### src/hdl/nwap_pkg.sv
`default_nettype none

package nwap_pkg;

  // Field widths of the channels and the configuration register.
  localparam int KIND_W     = 3;
  localparam int NODE_W     = 6;
  localparam int VALUE_W    = 16;
  localparam int DIST_OUT_W = 24;
  localparam int CFG_W      = 7;

  // Stored distances never exceed the no-path value, which fits in 20 bits.
  localparam int DW = 20;

  localparam logic [DW-1:0]    NO_PATH        = 20'd999999;
  localparam logic [CFG_W-1:0] NODE_COUNT_RST = 7'd64;

  typedef enum logic [KIND_W-1:0] {
    KIND_CLEAR = 3'd0,
    KIND_COST  = 3'd1,
    KIND_EDGE  = 3'd2,
    KIND_RUN   = 3'd3,
    KIND_QUERY = 3'd4
  } kind_t;

  typedef enum logic [3:0] {
    ST_IDLE,
    ST_CLEAR,
    ST_COST,
    ST_EDGE_RD,
    ST_EDGE_AB,
    ST_EDGE_BA,
    ST_FW_FETCH,
    ST_FW_SWEEP,
    ST_FW_DRAIN,
    ST_QUERY_RD,
    ST_RESP
  } state_t;

  typedef struct packed {
    logic item_load;
    logic clr_step;
    logic cost_wr;
    logic cost_rd;
    logic edge_wr_ab;
    logic edge_wr_ba;
    logic fw_fetch;
    logic fw_sweep;
    logic query_rd;
    logic out_load;
  } dp_cmd_t;

  typedef struct packed {
    logic clr_last;
    logic j_last;
    logic i_last;
    logic k_last;
    logic out_free;
  } dp_sts_t;

endpackage

`default_nettype wire

### src/hdl/nwap_ctrl.sv
`default_nettype none

module nwap_ctrl import nwap_pkg::*; (
  input  wire logic              clk,
  input  wire logic              rst,
  input  wire logic              in_valid,
  input  wire logic [KIND_W-1:0] in_kind,
  output logic                   in_ready,
  input  wire dp_sts_t           sts,
  output dp_cmd_t                cmd
);

  state_t state;
  state_t state_next;

  always_ff @(posedge clk) begin
    if (rst) begin
      state <= ST_IDLE;
    end else begin
      state <= state_next;
    end
  end

  always_comb begin
    state_next = state;
    case (state)
      ST_IDLE: begin
        if (in_valid) begin
          case (kind_t'(in_kind))
            KIND_CLEAR: state_next = ST_CLEAR;
            KIND_COST:  state_next = ST_COST;
            KIND_EDGE:  state_next = ST_EDGE_RD;
            KIND_RUN:   state_next = ST_FW_FETCH;
            KIND_QUERY: state_next = ST_QUERY_RD;
            default:    state_next = ST_IDLE;
          endcase
        end
      end
      ST_CLEAR: begin
        if (sts.clr_last) begin
          state_next = ST_IDLE;
        end
      end
      ST_COST:     state_next = ST_IDLE;
      ST_EDGE_RD:  state_next = ST_EDGE_AB;
      ST_EDGE_AB:  state_next = ST_EDGE_BA;
      ST_EDGE_BA:  state_next = ST_IDLE;
      ST_FW_FETCH: state_next = ST_FW_SWEEP;
      ST_FW_SWEEP: begin
        if (sts.j_last) begin
          state_next = (sts.i_last && sts.k_last) ? ST_FW_DRAIN : ST_FW_FETCH;
        end
      end
      ST_FW_DRAIN: state_next = ST_RESP;
      ST_QUERY_RD: state_next = ST_RESP;
      ST_RESP: begin
        if (sts.out_free) begin
          state_next = ST_IDLE;
        end
      end
      default:     state_next = ST_IDLE;
    endcase
  end

  always_comb begin
    cmd      = '0;
    in_ready = 1'b0;
    case (state)
      ST_IDLE: begin
        in_ready      = 1'b1;
        cmd.item_load = in_valid;
      end
      ST_CLEAR:    cmd.clr_step   = 1'b1;
      ST_COST:     cmd.cost_wr    = 1'b1;
      ST_EDGE_RD:  cmd.cost_rd    = 1'b1;
      ST_EDGE_AB:  cmd.edge_wr_ab = 1'b1;
      ST_EDGE_BA:  cmd.edge_wr_ba = 1'b1;
      ST_FW_FETCH: cmd.fw_fetch   = 1'b1;
      ST_FW_SWEEP: cmd.fw_sweep   = 1'b1;
      ST_QUERY_RD: cmd.query_rd   = 1'b1;
      ST_RESP:     cmd.out_load   = sts.out_free;
      default:     cmd            = '0;
    endcase
  end

endmodule

`default_nettype wire

### config.mk
export PLATFORM = sky130hd
export DESIGN_NAME = nwap_ctrl
export DESIGN_NICKNAME = d
export VERILOG_FILES = /design/src/hdl/nwap_pkg.sv /design/src/hdl/nwap_ctrl.sv
export SDC_FILE = /design/constraint.sdc
export NUM_CORES = 1
export LEC_CHECK = 0
export ABC_AREA = 1
export BUFFER_PORTS_ARGS = -buffer_cell sky130_fd_sc_hd__buf_2
export CAP_MARGIN = 20
export CORE_AREA = 8 8 45 47
export CTS_CLUSTER_DIAMETER = 200
export DETAILED_ROUTE_END_ITERATION = 7
export DIE_AREA = 0 0 53 55
export PLACE_DENSITY = 0.63
export SYNTH_ARGS = -nofsm -noshare
export SYNTH_HDL_FRONTEND = slang
export SYNTH_SLANG_ARGS = --single-unit
### constraint.sdc
create_clock -name clk -period 1.3 [get_ports clk]
set_input_delay 0.195 -clock clk [delete_from_list [all_inputs] [get_ports clk]]
set_output_delay 0.195 -clock clk [all_outputs]
set_load 0.03 [all_outputs]
## Word level (Yosys, flattened, before mapping)

Index checks and enable logic that the tools add are counted.

| storage, ports and cells | value |
|---|---|
| logic and storage cells | 42 |
| input bits | 11 |
| output and inout bits | 11 |
| flip-flop bits (word level) | 4 |

| cells by class | value |
|---|---|
| muxes and demuxes | 18 |
| equality and inequality tests | 18 |
| reductions and logical operators | 5 |

Operators by type and width:

| kind | count |
|---|---|
| 4-bit case mux with 8 select lines | 1 |
| 4-bit 2-to-1 mux | 5 |
| 4-bit case mux with 5 select lines | 1 |
| 4-bit by 3-bit == test with 1-bit output, second input constant | 4 |
| 4-bit == test, second input constant | 3 |
| 1-bit 2-to-1 mux | 11 |
| 4-bit by 2-bit == test with 1-bit output, second input constant | 2 |
| 2-bit inequality test, second input constant | 4 |
| 3-bit by 2-bit == test with 1-bit output, second input constant | 2 |
| 4-bit by 1-bit == test with 1-bit output, second input constant | 1 |
| 4-bit logical NOT | 1 |
| 4-bit AND reduction | 1 |
| 3-bit by 1-bit == test with 1-bit output, second input constant | 1 |
| 3-bit == test, second input constant | 1 |
| 3-bit logical NOT | 1 |
| 2-bit OR reduction | 1 |
| 1-bit logical AND | 1 |

## Depth between registers and ports, before layout

Gate-level depths: netlist (run 1).

| logic depth | value |
|---|---|
| word-level depth | 4 |
| gate-level depth with buffers | 8 |
| gate-level depth less buffers | 8 |

## Worst setup path before layout (run 1)

Ideal clock, no wire load.

| path | value |
|---|---|
| kind | flip-flop to output port |
| from | register state[1] |
| to | output cmd[0] (netlist bit) |
| buffers on the path | 0 |
| path slack | -0.077 ns |
| arrival time | 1.182 ns |
| cell stages (with the launch flop) | 3 |
| path through | dfxtp_1 -> nand2_1 -> nor3_1 |

RTL lines:

| element | RTL line | source |
|---|---|---|
| start, declared | nwap_ctrl.sv:13 | `state_t state;` |
| start signal, assigned | nwap_ctrl.sv:20 | `state <= state_next;` |
| end, declared | nwap_ctrl.sv:10 | `output dp_cmd_t cmd` |

==> flow_metrics.py, run 1 <==
metrics = {
    "outcome": {
        "status": "completed",
    },
    "layout": {
        "syn_to_final_growth_pct": 63.6,
        "largest_reg_flops": 4,
        "num_antenna_cells": 0,
        "stdcell_count": 119,
        "final_nets": 116,
        "drive_gt1_frac": 0.573,
        "regMostFlops": "state",
        "reg_top3": "state: 4 flops",
    },
    "global_routing": {
        "grt_pass1_vias": 481,
        "grt_max_degree": 8,
        "antenna_found_initial": 0,
        "grt_usage": 0.0862,
        "grt.overflow.total": 0,
        "grt_pass1_wl_mm": 1.98,
    },
    "clocking": {
        "clk_latency_ns": 0.23,
        "clk_pin_slew_ns": 0.03,
        "cts.htree.levels": 1,
        "root_buffer": "clkbuf_4",
        "clock_path_buffers": 2,
        "numClockSinks": 4,
        "cts-buffers-inserted": 3,
        "cts_tree": "done",
    },
    "critical_path": {
        "critPathLaunch": "state[0]",
        "rrSetupSlack_ns": 0.11,
        "path_class": "flip-flop to primary output",
        "cp_slowest_cell": "dfxtp_4",
        "critPathMaxStageDelay_ns": 0.38,
        "cp_max_fo": 4,
        "ff2ff_path_depth": 8,
        "startpoint_type": "flip-flop",
        "crit_end": "cmd[4]",
        "worstPathArrival_ns": 1.07,
        "crit_chain": "inv_4 -> nor2_4 -> inv_2 -> nor2_1 -> buf_4",
        "r2r_end": "state[1]",
        "worstPathRequired_ns": 1.11,
        "cp-end-kind": "primary output",
        "reg2reg_from": "state[3]",
    },
    "timing": {
        "post-route-min-period_ns": 1.27,
        "hold_slack_ns": 0.158,
        "slew_viol_final": 0,
        "tightest_slew_ns": 0.173,
        "setup_viol": 0,
        "max_freq_ghz": 0.789,
        "rsz0062_at_grt": "yes",
        "hold_viol_final": 0,
        "period_share": 0.975,
        "slew_headroom": 0.884,
        "fin_skew_ns": 0.00584,
    },
    "route": {
        "vias": 538,
        "drc": 0,
        "viasPerCell": 4.52,
        "ant_nets": 0,
        "firstDrtPassIters": 4,
        "wl_mm": 1.28,
        "drtIter0Drc": 6,
        "post_drt_wl_per_cell_um": 10.8,
    },
    "pwr": {
        "ir_drop_mv": 0.787,
        "pwr_density_cell_nw_per_um2": 942,
        "p_leak_nw": 0.371,
    },
    "synthesis": {
        "synth_cell_types": 18,
        "syn-instance-count": 76,
        "ys_ff_latch": 4,
        "syn_area_um2": 433,
        "ys_seq_area_frac": 0.185,
        "yosysWarnings": 0,
        "synth_fp_nets": 87,
        "syn_avg_cell_area_um2": 5.70,
    },
    "run": {
        "maxCapViolCount": 0,
    },
    "placement": {
        "port_buffers": 21,
        "dp_hpwl_um": 973,
        "place_inst": 113,
        "finalWeightedCongestion": 0.803,
    },
    "floorplanning": {
        "die_w_um": 53,
        "io_pins": 22,
        "die_area_um2": 2920,
        "rows": 14,
        "dieHeight_um": 55,
        "core_area_um2": 1380,
        "start_util": 0.313,
    },
    "worst_hold_path": {
        "hp-class": "input port to flip-flop",
    },
}
-- cells by family (layout without fill, tap and decap cells) --
| kind of cell | Yosys count | after routing | share of synthesized area |
|---|---|---|---|
| simple gates | 51 | 51 | 0.598 |
| compound gates | 7 | 7 | 0.0954 |
| buf+inv | 14 | 41 | 0.121 |
| flops | 4 | 4 | 0.185 |
-- where the power goes --
group,total (mW),internal [mW],switching [mW]
Sequential,0.172,0.139,0.0321
Clock,0.152,0.103,0.0489
Combinational,0.343,0.135,0.208
-- what timing repair did --
action / 4_1_cts / 5_1_grt
endpoints found under the hold margin: 0 / 0
hold buffers: 0 / 0
buffers inserted: 1 / 2
resized for setup: 14 / 27
pin swaps: 2 / 5
setup endpoints to repair: 10 / 12
gates cloned: 0 / 0
-- worst min path at each step --
stage                     cells after the start        to  slack (ns)  startpoint
final                                         2  state[1]        0.16         rst
after global placement                        2  state[1]        0.41         rst
after global routing                          2  state[1]        0.15         rst
after floorplan                               1  state[1]        0.26         rst
after CTS                                     2  state[1]        0.15         rst
after detailed placement                      2  state[1]        0.41         rst
-- cell type report --
| type | instances | area, µm² |
|---|---|---|
| fill | 151 | 676 |
| clock buffer | 3 | 22.5 |
| tap | 16 | 20.0 |
| multi-input combinational | 58 | 350 |
| inverter | 14 | 55.1 |
| sequential | 4 | 90.1 |
| timing repair buffer | 24 | 170 |
-- worst max-delay path: cells and delay by family, from the launching register on --
family / cells / cell delay (ns)
simple gates: 2 / 0.17
flops: 1 / 0.38
buf+inv: 3 / 0.27
-- stage by stage --
stage | total power [mW] | util | TNS, ns | area [µm²] | setup slack [ns]
after global routing | 0.718 | 0.512 | -0.207 | 708 | -0.0359
after CTS | 0.622 | 0.451 | 0 | 624 | 0.000489
after global placement | 0.430 | 0.407 | 0 | 563 | 0.0734
after detailed placement | 0.430 | 0.407 | 0 | 563 | 0.0734
final | 0.667 | 0.512 | 0 | 708 | 0.0321
after floorplan | 0.358 | - | 0 | 438 | 0.0466
-- Yosys cell counts, drive strengths merged --
| library cell | instances | area share |
|---|---|---|
| o21ai | 2 | 0.023 |
| a21o | 1 | 0.017 |
| dfxtp | 4 | 0.18 |
| a21oi | 4 | 0.055 |
| nand2 | 21 | 0.22 |
| nand3b | 1 | 0.017 |
| nand4 | 1 | 0.014 |
| nor3 | 1 | 0.012 |
| nor2 | 21 | 0.23 |
| nand3 | 6 | 0.10 |
| inv | 14 | 0.12 |
-- layout by cell type (no fill, tap or decap), types with 2 or more instances in the layout --
master,count
nand2_2,8
buf_4,10
nand3_2,3
nand2_1,12
nand3_1,3
inv_2,5
inv_1,8
nor2_1,13
dfxtp_2,2
clkbuf_4,3
dfxtp_4,2
nor2_4,7
buf_2,10
a21oi_1,3
buf_6,4
-- metal layers --
metal  share of wire  wire length, µm  vias to the layer above  GRT usage
li1                -                -                      287          -
met1            0.43              545                      234      0.100
met2            0.48              611                       17      0.150
met3           0.095              122                        0     0.0401
met4               0                0                        0          0
met5               0                0                        -          0
Note: power is estimated with default switching activity, not from simulation.
==> inputs of run 2 (changes only) <==
- PLACE_DENSITY: 0.63 -> 0.67
==> flow_metrics.py, run 2 (same netlist as run 1, synthesis figures left out) <==
metrics = {
    "outcome": {
        "status": "completed",
    },
    "clocking": {
        "cts.htree.levels": 1,
        "cts-buffers-inserted": 3,
        "clk_pin_slew_ns": 0.04,
        "cts_tree": "done",
        "clock_path_buffers": 2,
        "root_buffer": "clkbuf_4",
        "hold_buffers": 0,
        "numClockSinks": 4,
        "clk_latency_ns": 0.23,
    },
    "timing": {
        "setup_viol": 0,
        "hold_viol_final": 0,
        "post-route-min-period_ns": 1.28,
        "slew_viol_final": 0,
        "hold_slack_ns": 0.153,
        "slew_headroom": 0.873,
        "rsz0062_at_grt": "yes",
        "period_share": 0.981,
        "worst_slack_ns": 0.0244,
        "fin_skew_ns": 0.000950,
        "max_freq_ghz": 0.784,
        "tightest_slew_ns": 0.190,
    },
    "layout": {
        "syn_to_final_growth_pct": 59.0,
        "regMostFlops": "state",
        "num_antenna_cells": 0,
        "final_cell_mix": "nand2_1, nor2_1, buf_2",
        "final_nets": 114,
        "stdcell_count": 117,
        "drive_gt1_frac": 0.554,
        "reg_top3": "state: 4 flops",
        "largest_reg_flops": 4,
        "final_common_cell": "nand2_1",
    },
    "worst_hold_path": {
        "worstHoldStart": "rst",
        "hold_end": "state[1]",
        "hp-class": "input port to flip-flop",
        "min_path_cells": 2,
    },
    "route": {
        "drtIter0Drc": 6,
        "firstDrtPassIters": 3,
        "ant_nets": 0,
        "wl_mm": 1.26,
        "viasPerCell": 4.67,
        "vias": 546,
        "post_drt_wl_per_cell_um": 10.7,
        "drc": 0,
    },
    "pwr": {
        "power.share.sequential": 0.258,
        "p_leak_nw": 0.361,
        "ir_drop_mv": 0.371,
        "p_sw_uw": 285,
        "pwr_density_cell_nw_per_um2": 951,
        "clockPowerShare": 0.233,
        "p_sw_frac": 0.435,
        "p_comb_frac": 0.509,
        "intPower_uw": 370,
    },
    "critical_path": {
        "cp_max_fo": 3,
        "worstPathRequired_ns": 1.11,
        "critPathMaxStageDelay_ns": 0.34,
        "rrSetupSlack_ns": 0.14,
        "path_class": "flip-flop to primary output",
        "worstPathArrival_ns": 1.08,
        "ff2ff_path_depth": 8,
        "cp_slowest_cell": "dfxtp_2",
        "crit_chain": "inv_2 -> nand2_1 -> nor2_4 -> buf_6",
        "r2r_end": "state[0]",
        "reg2reg_from": "state[0]",
        "startpoint_type": "flip-flop",
        "cp-end-kind": "primary output",
    },
    "placement": {
        "port_buffers": 21,
        "dp_hpwl_mm": 1.04,
        "pre_cts_slack_ns": 0.0773,
        "place_inst": 113,
        "finalWeightedCongestion": 0.778,
    },
    "floorplanning": {
        "die_area_um2": 2920,
        "io_pins": 22,
        "core_area_um2": 1380,
        "rows": 14,
        "dieHeight_um": 55,
        "start_util": 0.313,
        "die_w_um": 53,
    },
    "global_routing": {
        "grt_usage": 0.0808,
        "grt_pass1_vias": 493,
        "antenna_found_initial": 0,
        "grt.overflow.total": 0,
        "grt_pass1_wl_mm": 1.88,
        "grt_max_degree": 8,
    },
    "run": {
        "maxCapViolCount": 0,
    },
}
==> run 2: area by class of cell <==
| cell class | count | area [µm²] |
|---|---|---|
| repair buffers | 22 | 155 |
| well taps | 16 | 20.0 |
| multi-input cells | 58 | 343 |
| flip-flops and latches | 4 | 90.1 |
| clock buffers | 3 | 22.5 |
| inverters | 14 | 57.6 |
| fillers | 152 | 696 |
==> run 2: timing repair <==
item                       in CTS  in global routing
pin swaps                       2                  5
setup buffers                   1                  0
resized for setup              15                 26
setup endpoints to repair      10                 10
==> run 2: worst max-delay path: cells and delay by family, from the launching register on <==
family / cells / cell delay, ns
flip-flops: 1 / 0.34
AND/OR/NAND/NOR: 2 / 0.30
buffers and inverters: 2 / 0.21
==> run 2: worst max path at each step <==
stage          endpoint  slack (ns)     start  cells after the start
5_1_grt        in_ready       -0.02  state[2]                      4
2_1_floorplan    cmd[1]        0.05  state[0]                      4
6_report       in_ready        0.02  state[2]                      4
3_3_place_gp     cmd[4]        0.08  state[0]                      5
4_1_cts          cmd[9]       0.004  state[3]                      4
3_5_place_dp     cmd[4]        0.08  state[0]                      5
==> run 2: power groups by stage <==
stage          clock network (mW)  logic (mW)  registers, mW
2_1_floorplan                   0       0.207          0.152
3_3_place_gp                    0       0.273          0.156
3_5_place_dp                    0       0.276          0.156
4_1_cts                     0.156       0.297          0.162
5_1_grt                     0.163       0.363          0.170
6_report                    0.152       0.333          0.169
==> run 2: per-stage QoR <==
step | instance area (µm²) | setup TNS (ns) | power, mW | util
final | 688 | 0 | 0.655 | 0.497
after global routing | 688 | -0.112 | 0.696 | 0.497
after CTS | 626 | 0 | 0.615 | 0.452
after detailed placement | 563 | 0 | 0.432 | 0.407
after global placement | 563 | 0 | 0.430 | 0.407
after floorplan | 438 | 0 | 0.358 | -
==> run 2: routing by layer <==
layer | track usage | part of all wire
met1 | 0.0865 | 0.37
met2 | 0.154 | 0.54
met3 | 0.00802 | 0.083
met4 | 0.0388 | 0.011
met5 | 0 | 0
